==> src/hw/rtl/rti_sqrt.sv <==
// ----------------------------------------------------------------------------
// rti_sqrt
// Iterative floor square root, one result bit per cycle.
// ----------------------------------------------------------------------------
module rti_sqrt #(
  parameter int RW = 32
) (
  input  logic            clk,
  input  logic            rst_n,
  input  logic            start,
  input  logic [2*RW-1:0] val,
  output logic            done,
  output logic [RW-1:0]   root
);

  localparam int CW = $clog2(RW + 1);

  logic [2*RW-1:0] rem_r;
  logic [2*RW-1:0] root_r;
  logic [2*RW-1:0] bit_r;
  logic [2*RW-1:0] trial;
  logic [CW-1:0]   cnt_r;
  logic            run_r;
  logic            done_r;

  assign trial = root_r + bit_r;

  always_ff @(posedge clk) begin
    if (!rst_n) begin
      run_r  <= 1'b0;
      done_r <= 1'b0;
      cnt_r  <= '0;
    end else begin
      done_r <= 1'b0;
      if (start) begin
        run_r <= 1'b1;
        cnt_r <= '0;
      end else if (run_r) begin
        cnt_r <= cnt_r + CW'(1);
        if (cnt_r == CW'(RW - 1)) begin
          run_r  <= 1'b0;
          done_r <= 1'b1;
        end
      end
    end
  end

  always_ff @(posedge clk) begin
    if (start) begin
      rem_r  <= val;
      root_r <= '0;
      bit_r  <= {2'b01, {(2*RW-2){1'b0}}};
    end else if (run_r) begin
      if (rem_r >= trial) begin
        rem_r  <= rem_r - trial;
        root_r <= (root_r >> 1) + bit_r;
      end else begin
        root_r <= root_r >> 1;
      end
      bit_r <= bit_r >> 2;
    end
  end

  assign done = done_r;
  assign root = root_r[RW-1:0];

endmodule

==> config.mk <==
export PLATFORM = sky130hd
export DESIGN_NAME = rti_sqrt
export DESIGN_NICKNAME = d
export VERILOG_FILES = /design/src/hw/rtl/rti_sqrt.sv
export SDC_FILE = /design/constraint.sdc
export NUM_CORES = 1
export LEC_CHECK = 0
export ABC_AREA = 1
export BUFFER_PORTS_ARGS = -buffer_cell sky130_fd_sc_hd__buf_2
export CAP_MARGIN = 20
export CORE_ASPECT_RATIO = 0.6
export CORE_UTILIZATION = 50
export CTS_CLUSTER_SIZE = 24
export DETAILED_ROUTE_END_ITERATION = 10
export PLACE_DENSITY = 0.67
export RECOVER_POWER = 100
export SLEW_MARGIN = 20
export SYNTH_ARGS = -nofsm -noshare
export SYNTH_HDL_FRONTEND = slang
export SYNTH_SLANG_ARGS = --single-unit
==> constraint.sdc <==
create_clock -name clk -period 5.7 [get_ports clk]
set_input_delay 1.71 -clock clk [delete_from_list [all_inputs] [get_ports clk]]
set_output_delay 1.71 -clock clk [all_outputs]
set_load 0.02 [all_outputs]
==> results.json <==
{
  "setup-tns-final_ps": 0,
  "cp.arrival_ps": 5550,
  "worstMarginPinSlew_ps": 2160,
  "fillCellCount": 4234,
  "dp_slack_ps": 693,
  "skew_ps": 24.6,
  "ys_ff_latch": 168,
  "area_growth_pct": 5.99,
  "hold_path_end": "done$_SDFF_PP0_",
  "drt-pass1-iter-count": 6,
  "setup-violations-final": 0,
  "slew_headroom": -0.443,
  "ys_warn_count": 0,
  "initial_core_util": 0.515,
  "vdd_drop_max_uv": 319,
  "ys_seq_area_frac": 0.196,
  "num_vias": 24668,
  "synth.distinct_cells": 50,
  "holdPathStages": 2,
  "final_nets": 3834,
  "netlist_area_um2": 20400,
  "die-area_um2": 41600,
  "viasPerCell": 5.92,
  "rows": 56,
  "p_leak_nw": 9.88,
  "syn_inst": 3612,
  "synth_ff_type": "dfxtp_1",
  "path_max_fanout": 64,
  "max-clock-path-buffers": 2,
  "fp.coreArea_um2": 39600,
  "power_w": 0.0108,
  "synth.largest_area_cell": "nand2_1",
  "drv_cap": 4,
  "final.min_clock_period_ps": 5430,
  "design_area_um2": 21600,
  "worst-r2r-setup-slack_ps": 270,
  "clkSlewWorstSetupHoldPaths_ps": 90,
  "grt_pass1_vias": 21506,
  "grt_overflow": 0,
  "drcViolationCount": 0,
  "gp_congestion": 1.08,
  "dp_hpwl_um": 72100,
  "critPathRequiredTime_ps": 5820,
  "r2r-end": "rem_r[2]$_DFFE_PP_",
  "timing.rr.start": "root_r[10]$_SDFFE_PP0P_",
  "port_buffers": 99,
  "synthTopCellsByArea": "nand2_1 (23%), dfxtp_1 (10%), edfxtp_1 (9.4%), inv_1 (9.1%), nor2_1 (8.2%)",
  "clock-sinks": 168,
  "synth.most_common_cell": "nand2_1",
  "end_kind": "flop",
  "rsz0062_at_grt": "false",
  "critPathKind": "reg2reg",
  "avgRoutedWirePerCell_um": 21.4,
  "setup_ws_ps": 266,
  "grt_util_all_layers": 0.420,
  "pin_count": 100,
  "status": "complete, but fails checks",
  "synth_common_cells": "nand2_1 (1224), inv_1 (496), nor2_1 (447)",
  "cts.repair.resized": 0,
  "drt_iter0_drc": 4020,
  "syn-num-nets": 3811,
  "synth_top_area_frac": 0.225,
  "grt_pass1_wl_um": 131000,
  "worstSkewPairLatency_ps": 470,
  "synth_edf_count": 64,
  "root_buffer": "clkbuf_16",
  "fp.dieW_um": 263,
  "post_cts_buffers": 0,
  "drive_above_1_share": 0.0450,
  "cp_slowest_stage_delay_ps": 590,
  "die_height_um": 158,
  "cts_tree": "done",
  "ff2ff_path_depth": 22,
  "crit_top_cell": "nand2_1",
  "min_from": "cnt_r[4]$_SDFFE_PP0P_",
  "grt_max_degree": 87,
  "fmax_mhz": 184,
  "critPathSlowestCell": "dfxtp_1",
  "min_path_type": "reg2reg",
  "crit_chain": "ha_1 -> nand2_1 -> o21ai_1 -> nor2_1 -> nand2_1 -> o21ai_0 -> o21ai_1 -> nand2_1 -> nand2_1 -> xor2_1 -> ha_1 -> nand2_1 -> inv_1 -> nand3_1 -> nor2_2 -> nand4_1 -> nand3_2 -> nand2_2 -> nand2_4 -> nand2_1 -> nand2_1 -> buf_12",
  "hold_viol": 0,
  "cts_made_buffers": 17,
  "finalCritPeriodShare": 0.953,
  "violations": "capacitance limit, slew limit",
  "synthArstFlopShare": 0,
  "syn_area_per_cell_um2": 5.64,
  "cts_hold_buf": 0,
  "ant_nets": 0,
  "startpoint_type": "flop",
  "antenna_found_initial": 1,
  "maxSlewViolCount": 200,
  "wl_um": 89200,
  "placed_cell_area_um2": 21100,
  "pwr_density_cell_nw_per_um2": 501,
  "h-tree-depth": 4,
  "antenna_cells": 0
}
through the flow:
stage	cells	hold slack [ps]	utilization
CTS	4169	492	0.548
floorplan	3612	441	-
finish	4169	495	0.546
global route	4169	521	0.546
global placement	4138	471	0.532
detailed placement	4138	486	0.532
worst max-delay path by stage:
stage / cells after the start / to / from / slack, ps
CTS: 22 / rem_r[2]$_DFFE_PP_ / root_r[10]$_SDFFE_PP0P_ / 660
global placement: 22 / rem_r[0]$_DFFE_PP_ / root_r[10]$_SDFFE_PP0P_ / 700
floorplan: 24 / rem_r[0]$_DFFE_PP_ / root_r[6]$_SDFFE_PP0P_ / 780
global route: 23 / root_r[7]$_SDFFE_PP0P_ / root_r[10]$_SDFFE_PP0P_ / 50
finish: 22 / rem_r[2]$_DFFE_PP_ / root_r[10]$_SDFFE_PP0P_ / 270
detailed placement: 22 / rem_r[0]$_DFFE_PP_ / root_r[10]$_SDFFE_PP0P_ / 690
critical path: cells and delay by family, from the launching register on:
kind,cells,cell delay [ps]
adders and majority gates,2,710
and+or+nand+nor,14,2060
buffers and inverters,2,500
AOI/OAI and AO/OA,3,1050
xor gates and xnor gates,1,120
DFF,1,590
power by group:
part | internal, W | total (W) | switching, W
sequential | 0.00173 | 0.00218 | 0.000458
combinational | 0.00235 | 0.00732 | 0.00497
clock | 0.000698 | 0.00132 | 0.000624
total | 0.00478 | 0.0108 | 0.00605
layout by cell type, fill, tap and decap left out, drive strengths merged, types with 33 or more instances in the layout:
cell type	netlist	final
nand2	1231	1231
inv	503	513
nor2	458	458
nand3	301	301
a21oi	220	220
o21ai	177	177
ha	131	131
dfxtp	104	104
buf	80	84
edfxtp	64	64
clkbuf	38	57
xor2	53	53
xnor2	46	46
nor3	41	41
nand4	33	33
state kept, by name, summed over array words and instances, names as in the netlist:
register / flops
run_r: 1
rem_r: 64
root_r: 64
cnt_r: 6
done: 1
bit_r: 32
per-layer routing:
metal | routed length [µm] | share of wire | up-vias | track usage
met5 | 5 | 0.000056 | - | 0
met4 | 1140 | 0.013 | 2 | 0.0597
met3 | 14800 | 0.17 | 110 | 0.174
met2 | 32000 | 0.36 | 1671 | 0.552
met1 | 41300 | 0.46 | 11336 | 0.628
li1 | - | - | 11549 | -
cell type report:
type	instances	area, µm²	area share
clock buffer	19	464	0.0215
sequential	168	4010	0.186
inverter	505	1900	0.0878
timing repair buffer	122	634	0.0294
multi-input combinational	2821	13800	0.639
clock inverter	12	151	0.00701
tap	522	653	0.0302
cell families after synthesis:
logic type | count (synthesis) | synth area share
flip-flops | 168 | 0.196
buffers and inverters | 623 | 0.126
XOR/XNOR | 99 | 0.0426
adder cells (fa/ha/maj) | 132 | 0.0814
AO/OA/AOI/OAI | 471 | 0.126
AND/OR/NAND/NOR | 2119 | 0.428
Power figures use the tool's default switching activity.
