## src/hw/rtl/rti_div.sv

```systemverilog
// ----------------------------------------------------------------------------
// rti_div
// Iterative signed divider, one quotient bit per cycle, truncating toward
// zero.
// ----------------------------------------------------------------------------
module rti_div #(
  parameter int NB = 49,
  parameter int DB = 33
) (
  input  logic                 clk,
  input  logic                 rst_n,
  input  logic                 start,
  input  logic signed [NB-1:0] num,
  input  logic signed [DB-1:0] den,
  output logic                 done,
  output logic signed [NB:0]   quo
);

  localparam int CW = $clog2(NB + 1);

  logic [NB-1:0] q_r;
  logic [DB-1:0] rem_r;
  logic [DB-1:0] d_r;
  logic          neg_r;
  logic [CW-1:0] cnt_r;
  logic          run_r;
  logic          done_r;
  logic [DB:0]   trial;
  logic          fits;

  assign trial = {rem_r, q_r[NB-1]};
  assign fits  = trial >= {1'b0, d_r};

  always_ff @(posedge clk) begin
    if (!rst_n) begin
      run_r  <= 1'b0;
      done_r <= 1'b0;
      cnt_r  <= '0;
    end else begin
      done_r <= 1'b0;
      if (start) begin
        run_r <= 1'b1;
        cnt_r <= '0;
      end else if (run_r) begin
        cnt_r <= cnt_r + CW'(1);
        if (cnt_r == CW'(NB - 1)) begin
          run_r  <= 1'b0;
          done_r <= 1'b1;
        end
      end
    end
  end

  always_ff @(posedge clk) begin
    if (start) begin
      q_r   <= num[NB-1] ? NB'(-num) : NB'(num);
      d_r   <= den[DB-1] ? DB'(-den) : DB'(den);
      neg_r <= num[NB-1] ^ den[DB-1];
      rem_r <= '0;
    end else if (run_r) begin
      rem_r <= fits ? DB'(trial - {1'b0, d_r}) : trial[DB-1:0];
      q_r   <= {q_r[NB-2:0], fits};
    end
  end

  assign done = done_r;
  assign quo  = neg_r ? -$signed({1'b0, q_r}) : $signed({1'b0, q_r});

endmodule

```

## config.mk

```make
export PLATFORM = sky130hd
export DESIGN_NAME = rti_div
export DESIGN_NICKNAME = d
export VERILOG_FILES = /design/src/hw/rtl/rti_div.sv
export SDC_FILE = /design/constraint.sdc
export NUM_CORES = 1
export LEC_CHECK = 0
export BUFFER_PORTS_ARGS = -buffer_cell sky130_fd_sc_hd__buf_2
export CORE_ASPECT_RATIO = 0.7
export CORE_UTILIZATION = 30
export DETAILED_ROUTE_END_ITERATION = 8
export PLACE_DENSITY_LB_ADDON = 0.3
export SYNTH_ARGS = -nofsm -noshare
export SYNTH_HDL_FRONTEND = slang
export SYNTH_SLANG_ARGS = --single-unit
export TNS_END_PERCENT = 10
```

## constraint.sdc

```tcl
create_clock -name clk -period 3.85 [get_ports clk]
set_input_delay 0.1925 -clock clk [delete_from_list [all_inputs] [get_ports clk]]
set_output_delay 0.1925 -clock clk [all_outputs]
set_load 0.01 [all_outputs]
```

==> results of run 1 <==
[cell families (layout without fill, tap and decap cells)]
group           Yosys count  count (layout)
flops                   124             124
xor+xnor                150             150
compound gates          306             306
simple gates            327             327
buf+inv                 104             254
fa+ha+maj                39              39
other cells               0               1
mux                      15              15
[metrics by stage]
| stage | setup WS (ps) | hold WS, ps | setup TNS [ps] | area, µm² |
|---|---|---|---|---|
| finish | -143 | 71.3 | -519 | 11100 |
| global route | -280 | 63.0 | -1580 | 11100 |
| CTS | -162 | 51.0 | -689 | 11100 |
| detailed placement | 130 | 444 | 0 | 10500 |
| global placement | 231 | 442 | 0 | 10500 |
| floorplan | 460 | 291 | 0 | 9230 |
[layout make-up]
type                    count  share of cell area (%)
clock inverters            11                    1.30
diodes                      1                  0.0225
flip-flops and latches    124                    29.7
inverters                  52                    1.75
well taps                 412                    4.63
multi-input cells         837                    49.9
clock buffers              21                    3.95
repair buffers            170                    8.72
[cells in the final DEF (no fill, tap or decap), types with 7 or more instances in the layout]
cell,synthesis,layout
sky130_fd_sc_hd__nor3_1,16,16
sky130_fd_sc_hd__nand4_1,15,15
sky130_fd_sc_hd__a211oi_1,18,18
sky130_fd_sc_hd__xor2_1,57,57
sky130_fd_sc_hd__edfxtp_1,83,83
sky130_fd_sc_hd__nor4_1,14,14
sky130_fd_sc_hd__or4_1,20,17
sky130_fd_sc_hd__clkbuf_16,0,17
sky130_fd_sc_hd__nand2b_1,10,10
sky130_fd_sc_hd__nor2_1,106,106
sky130_fd_sc_hd__a21oi_1,94,93
sky130_fd_sc_hd__nand3_1,16,16
sky130_fd_sc_hd__o31ai_1,32,31
sky130_fd_sc_hd__xnor2_1,93,93
sky130_fd_sc_hd__dfxtp_1,41,41
sky130_fd_sc_hd__o21ai_0,74,74
sky130_fd_sc_hd__or3_1,21,21
sky130_fd_sc_hd__ha_1,38,38
sky130_fd_sc_hd__nand2_1,77,77
sky130_fd_sc_hd__o41ai_1,22,21
sky130_fd_sc_hd__buf_4,1,32
sky130_fd_sc_hd__mux2i_1,14,14
sky130_fd_sc_hd__a31oi_1,7,7
sky130_fd_sc_hd__a32oi_1,8,8
sky130_fd_sc_hd__a21o_1,17,17
sky130_fd_sc_hd__buf_2,1,134
sky130_fd_sc_hd__inv_1,52,51
[power by group through the flow]
stage                     logic (mW)  clock network [mW]  registers (mW)
after global routing            1.35                1.73            1.71
after global placement          1.19                   0            1.72
final                           1.22                1.63            1.70
after CTS                       1.22                1.67            1.69
after floorplan                0.816                   0            1.68
after detailed placement        1.20                   0            1.72
[layer usage]
metal,routed length (µm),vias up
met2,10300,172
met5,0,-
met3,1080,11
met1,13800,3844
li1,-,4186
met4,201,0
[sequential cells by signal, summed over array words and instances (netlist names)]
register  count
cnt_r         6
d_r          33
done          1
neg_r         1
q_r          49
rem_r        33
run_r         1
[what timing repair did]
action	CTS	global route
resized for setup	3	2
hold buffers	2	0
buffers inserted	7	0
endpoints found under the setup margin	9	11
pin swaps	4	1
hold endpoints to repair	2	0
[how the worst min path moves through the flow]
stage	startpoint	end	slack, ps
final	den[9]	d_r[9]	70
after global routing	den[9]	d_r[9]	60
after CTS	den[9]	d_r[9]	50
after detailed placement	rst_n	run_r	440
after global placement	den[0]	d_r[0]	440
after floorplan	den[0]	d_r[0]	290
==> summary by stage, run 1 <==
Yosys
Of the post-synthesis cell area, the part taken by muxes is 1.64%. The synthesized netlist occupies a cell area of 9230 µm². In the synthesized netlist the async set-or-reset flop fraction comes to 0%. The commonest cells after synthesis are sky130_fd_sc_hd__nor2_1 (106), sky130_fd_sc_hd__a21oi_1 (94), sky130_fd_sc_hd__xnor2_1 (93). The flop and latch count out of synthesis is 124. The Yosys warning count is 0. The fraction of synthesized cell area in xor and xnor cells is 14.2%. The primary flip-flop cell chosen by synthesis mapping is sky130_fd_sc_hd__edfxtp_1. The number of synthesized flops with an enable pin is 83. The dominant combinational cell family by area after synthesis is compound AO/OA/AOI/OAI gates. The number of instances in the synthesized netlist is 1065. The distinct cell type count of the synthesized netlist is 61. The cell type contributing the most total cell area after synthesis is sky130_fd_sc_hd__edfxtp_1. Dividing the synthesized area by the synthesized cell count gives 8.67 µm². For this run, the register share of the synthesized area comes to 35.9%. The post-synthesis net count is 1189. After Yosys synthesis, and, or, nand and nor cells account for 17.6% of the synthesized area. Sorting the synthesized cells by area gives the leading types as sky130_fd_sc_hd__edfxtp_1 (27%), sky130_fd_sc_hd__dfxtp_1 (8.9%), sky130_fd_sc_hd__xnor2_1 (8.8%).

sky130_fd_sc_hd__nor2_1 is the most common cell in the netlist. The share of synthesized area in the top cell type comes to 27.0%. The post-synthesis compound-gate area fraction is 21.0%. After Yosys synthesis, full adders, half adders and majority gates account for 5.37% of the synthesized area.

Setup path
The cell type group with the largest total delay on the critical path is simple AND/OR/NAND/NOR gates. The sum of buffers and inverters on the critical path is 1. The largest incremental delay on the critical path is 580 ps. The end of the worst register-to-register path is rem_r[32]. Data on the critical path arrives at its endpoint at 3800 ps. In this run the critical register-to-register path is launched from d_r[14]. The length in cells of the worst reg-to-reg path is 12. The number of logic stages on the critical path including buffering is 9. The critical path capture point type is an output port. The critical path launch point is q_r[10].

The type of origin of the critical path is a flip-flop. At the worst endpoint, the required time is 3660 ps. Along the worst path, the maximum fanout reaches 5.

In this design, the critical path's most frequently occurring cell is sky130_fd_sc_hd__or4_4. The most critical setup path has its endpoint at quo[44]. The largest individual stage delay along the critical path comes from the cell sky130_fd_sc_hd__or4_4. The worst setup path is of the flip-flop to output port kind.

Setup slack on the worst reg-to-reg path comes out at 700 ps. The critical path goes through or4_4 > or4_4 > or4_4 > nand2b_4 > or3_4 > or3_4 > o31ai_4 > xnor2_1 > buf_2.

Finish
The sequential cells in the finished layout cover a total of 3310 µm². From synthesis to final layout, the design area changed by 20.7%. The post-route non-filler standard cell count is 1628. The layout net count is 1326.

The final core area utilization is 37.0%. The fraction of layout instances using a drive strength above 1 is 17.8%. The multi-input combinational cells in the finished layout cover a total of 5560 µm². The layout has 3135 filler cells.

Floorplanning
The die is 149 µm tall. The number of placement rows is 53. The initial core utilization is 30.7%. The core footprint is 30100 µm². The floorplan step defined a die boundary enclosing 31500 µm². During I/O placement, the number of pins put on the boundary was 136. The die is 212 µm wide.

Outcome
The checks that failed: negative setup slack. The run finished, with violations left.

STA
The smallest clock period supported by the final layout is computed as 3990 ps. The number of hold violations in the final report is 0. The smallest setup slack after layout is -143 ps. The max-slew violation count is 0. The final clock skew is 14.8 ps. For the pin with the worst max-slew slack, the measured transition is 1040 ps.

The worst slew margin relative to its limit is 30.9%. The achievable frequency is 250 MHz. The final critical path takes up 104% of the cycle. Setup repair after global routing could not meet its margin everywhere. The final number of setup-violating endpoints is 7.

Drt
The detailed-route via count is 8213. The remaining antenna violation count is 0. Summed over all layers, the routed wires come to 25400 µm. The detailed-route DRC error count is 0.

The wire length per cell after detailed routing is 15.6 µm. The detailed router finished its first iteration with 506 violations. The first TritonRoute pass finished after 5 iterations. The number of vias per cell after detailed routing is 5.04.

Global route
The largest net degree at the start of global routing is 113. Global routing used 16.2% of the available tracks. The aggregate global routing overflow is 0. The first global-routing pass estimated 40100 µm of wire. For this run, global-route usage on met2 was measured as 22.7%. The number of antenna violations at the first check in global routing was 1.

For this run, global-route usage on met1 was measured as 25.2%. The layer carrying the most global-route usage is met1. The number of global-route vias before repair came to 7591. For met3 alone, demand over resource in global routing was 3.03%.

CTS
The number of H-tree levels is 4. Buffers inserted during clock tree synthesis total 17. CTS saw 124 sinks. The cell at the root of the clock tree is sky130_fd_sc_hd__clkbuf_16.

The TritonCTS clock tree is built. The clock edge transition at the registers on the reported setup and hold paths is 60 ps. The clock reaches the later pin of the worst-skew pair after 430 ps. The longest clock path from root to sink contains 2 buffers.

Pwr
Power spread over the standard cell area amounts to 408 nW/µm². In this run the power spent charging and discharging nets is 1.44 mW. The static leakage is 4.37 nW. In this run switching power makes up 31.6% of total power.

The portion of total power attributed to combinational logic is 26.8%. The design draws 4.55 mW. The share of total power dissipated in sequential elements is 37.3%.

IR analysis of the VDD net gives a maximum drop of 0.293 mV. The clock network is responsible for 35.9% of the overall power. The internal portion of total power is 3.11 mW.

Place
The total placed cells including tap cells is 1586. The final HPWL from detailed placement is 19100 µm. The number of buffers added on ports is 135. The congestion estimate from routability-driven global placement came to 0.849.

Hold path
In this run the worst hold path is classified as input pin to flip-flop. The count of cells along the worst hold path is 2.

Flow run
Max-cap violations in this run came to 0.
Note: power is estimated with default switching activity, not from simulation.
==> run 2, diff against run 1 <==
--- a/config.mk
+++ b/config.mk
@@ -10,6 +10,7 @@
 export CORE_UTILIZATION = 30
 export DETAILED_ROUTE_END_ITERATION = 8
 export PLACE_DENSITY_LB_ADDON = 0.3
+export REMOVE_ABC_BUFFERS = 1
 export SYNTH_ARGS = -nofsm -noshare
 export SYNTH_HDL_FRONTEND = slang
 export SYNTH_SLANG_ARGS = --single-unit
==> summary by stage, run 2 (synthesis results as in run 1) <==
Place
The number of buffers added on ports is 135. The placed standard-cell area is 10400 µm². At the end of routability-driven placement, the weighted congestion stood at 0.857.

The final HPWL from detailed placement is 19700 µm. Timing analysis after detailed placement gives a worst setup slack of 171 ps. Including well taps, the total number of placed cells is 1588.

STA
The final clock skew is 15.9 ps. The worst path uses 105% of the clock period. Setup repair after global routing could not meet its margin everywhere.

The worst hold margin is 71.3 ps. The final number of setup-violating endpoints is 6. The worst-margin pin slew is 965 ps. The number of hold violations in the final report is 0.

The smallest setup slack after layout is -179 ps. The max-slew violation count was 0. The post-layout minimum cycle time is 4030 ps. Measured against its own limit, the worst slew margin works out to 35.6%.

Timing would allow up to 248 MHz.

CTS
The CTS buffer count is 17. TritonCTS built the clock tree. The clock reaches the later pin of the worst-skew pair after 430 ps. The clock edge transition at the registers on the reported setup and hold paths is 70 ps.

The cell at the root of the clock tree is sky130_fd_sc_hd__clkbuf_16. The worst-case clock buffer depth is 2. For this design, the sink count on the clock tree is 124. CTS built an H-tree with a depth of 4.

Drt
The detailed-route DRC error count is 0. The first detailed-routing pass took 7 iterations. The final layout contains routed wiring with a total length of 26000 µm. The detailed-route via count is 8367. The remaining antenna violation count is 0. The number of vias per cell after detailed routing is 5.15. In this run, the number of DRC markers left after iteration 0 of detailed routing was 546. The wire length per cell after detailed routing is 16.0 µm.

Pwr
The static leakage is 4.37 nW. IR analysis of the VDD net gives a maximum drop of 0.214 mV. Dividing total power by cell area gives a power density of 413 nW/µm². The overall power consumption is 4.59 mW.

Floorplanning
136 I/O pins were placed. Row generation in the floorplan step produced 53 rows. The floorplan step set the die height to 149 µm. The total die area is 31500 µm². The total area inside the core boundary comes to 30100 µm². The width of the chip is 212 µm.

For this configuration, the core starts out at a cell density of 30.7%.

Setup path
By startpoint and endpoint, the worst setup path is classified as flip-flop to output port. Among all stages on the critical path, the largest delay is contributed by sky130_fd_sc_hd__or4_4. The worst setup path is captured at an output port. Together, buffers and inverters on the worst path number 1. The arrival time reported for the critical path endpoint is 3840 ps.

The critical path goes through or4_4 > or4_4 > or4_4 > nand2b_4 > or3_4 > or3_4 > o31ai_4 > xnor2_1 > buf_2. The largest single stage delay on the critical path is 560 ps. The cell repeated most along the worst path is sky130_fd_sc_hd__or4_4. The cell type group with the largest total delay on the critical path is simple AND/OR/NAND/NOR gates. The worst setup path is launched from a flip-flop.

Along the worst path, the maximum fanout reaches 4. The data required time at the worst endpoint is 3660 ps.

Flow run
The number of max-capacitance violations reported is 0.

Finish
For this run, the post-layout net count is 1323. The largest registers in the layout are q_r x49, d_r x33, rem_r x33. The library cell used most frequently in the layout, excluding fill and tap cells, is sky130_fd_sc_hd__buf_2. The library cells used most frequently in the layout, excluding fill and tap cells, are sky130_fd_sc_hd__buf_2 (134), sky130_fd_sc_hd__nor2_1 (105), sky130_fd_sc_hd__a21oi_1 (93), sky130_fd_sc_hd__xnor2_1 (92), sky130_fd_sc_hd__edfxtp_1 (83). In the final layout, the share of cells above drive strength 1 is 17.7%. The largest register by flop count is q_r. The post-route non-filler standard cell count is 1625. The area of all placed cells without fillers is 11100 µm².

The flip-flop count of the largest register after layout is 49. Compared with the post-synthesis result, the final layout area differs by 20.6%.

Global route
The first-pass GRT wire length is 40900 µm. Global routing used 16.6% of the available tracks. The number of antenna violations at the first check in global routing is 1. The aggregate global routing overflow is 0. The largest net degree at the start of global routing is 68. The number of global-route vias before repair is 7682.

Outcome
The flow ran to the end, but the final reports show violations. The checks that failed: negative setup slack.

Hold path
In this run the worst hold path is classified as input pin to flip-flop.
## run 2: cell types whose count changed in the layout (fill, tap and decap cells not counted), sizes merged
cell | previous run | this run
clkbuf | 21 | 22
clkinv | 6 | 5
buf | 168 | 165
bufinv | 3 | 4
clkinvlp | 2 | 1
## run 2: final timing paths
| kind | slack [ps] | startpoint | depth (start not counted) | endpoint |
|---|---|---|---|---|
| max | -180 | q_r[17] | 9 | quo[44] |
| max reg2reg | 710 | d_r[14] | 12 | rem_r[11] |
| min | 70 | den[21] | 2 | d_r[21] |
| min reg2reg | 490 | cnt_r[5] | 2 | cnt_r[5] |
## run 2: timing repair
| action | in CTS | in global routing |
|---|---|---|
| gates resized for setup | 7 | 2 |
| buffers inserted | 2 | 0 |
| setup endpoints to repair | 8 | 9 |
| pin swaps | 3 | 1 |
| hold buffers | 2 | 0 |
| endpoints found under the hold margin | 2 | 0 |
## run 2: through the flow
stage	TNS, ps	util [%]
2_1_floorplan	-22540	-
3_3_place_gp	0	34.7
3_5_place_dp	0	34.7
4_1_cts	-710	36.9
5_1_grt	-1710	37.0
6_report	-577	37.0
## run 2: per-layer routing
layer	share of wire, %	vias to the layer above	track usage [%]
li1	-	4198	-
met1	52	3918	25.6
met3	6.4	20	3.05
met2	40	231	23.2
met4	1.4	0	4.78
met5	0	-	0
## run 2: area by class of cell
class | instances | area (µm²)
diodes | 1 | 2.50
fillers | 3144 | 19000
flip-flops and latches | 124 | 3310
clock inverters | 10 | 150
repair buffers | 167 | 923
well taps | 412 | 515
clock buffers | 22 | 444
inverters | 52 | 195
multi-input cells | 837 | 5580
## run 2: report_power, final
part           total, mW  switching [mW]  internal [mW]  leakage [nW]
clock               1.68           0.600           1.08         0.287
sequential          1.68           0.108           1.57          1.15
combinational       1.23           0.721          0.513          2.93
total               4.59            1.43           3.16          4.37
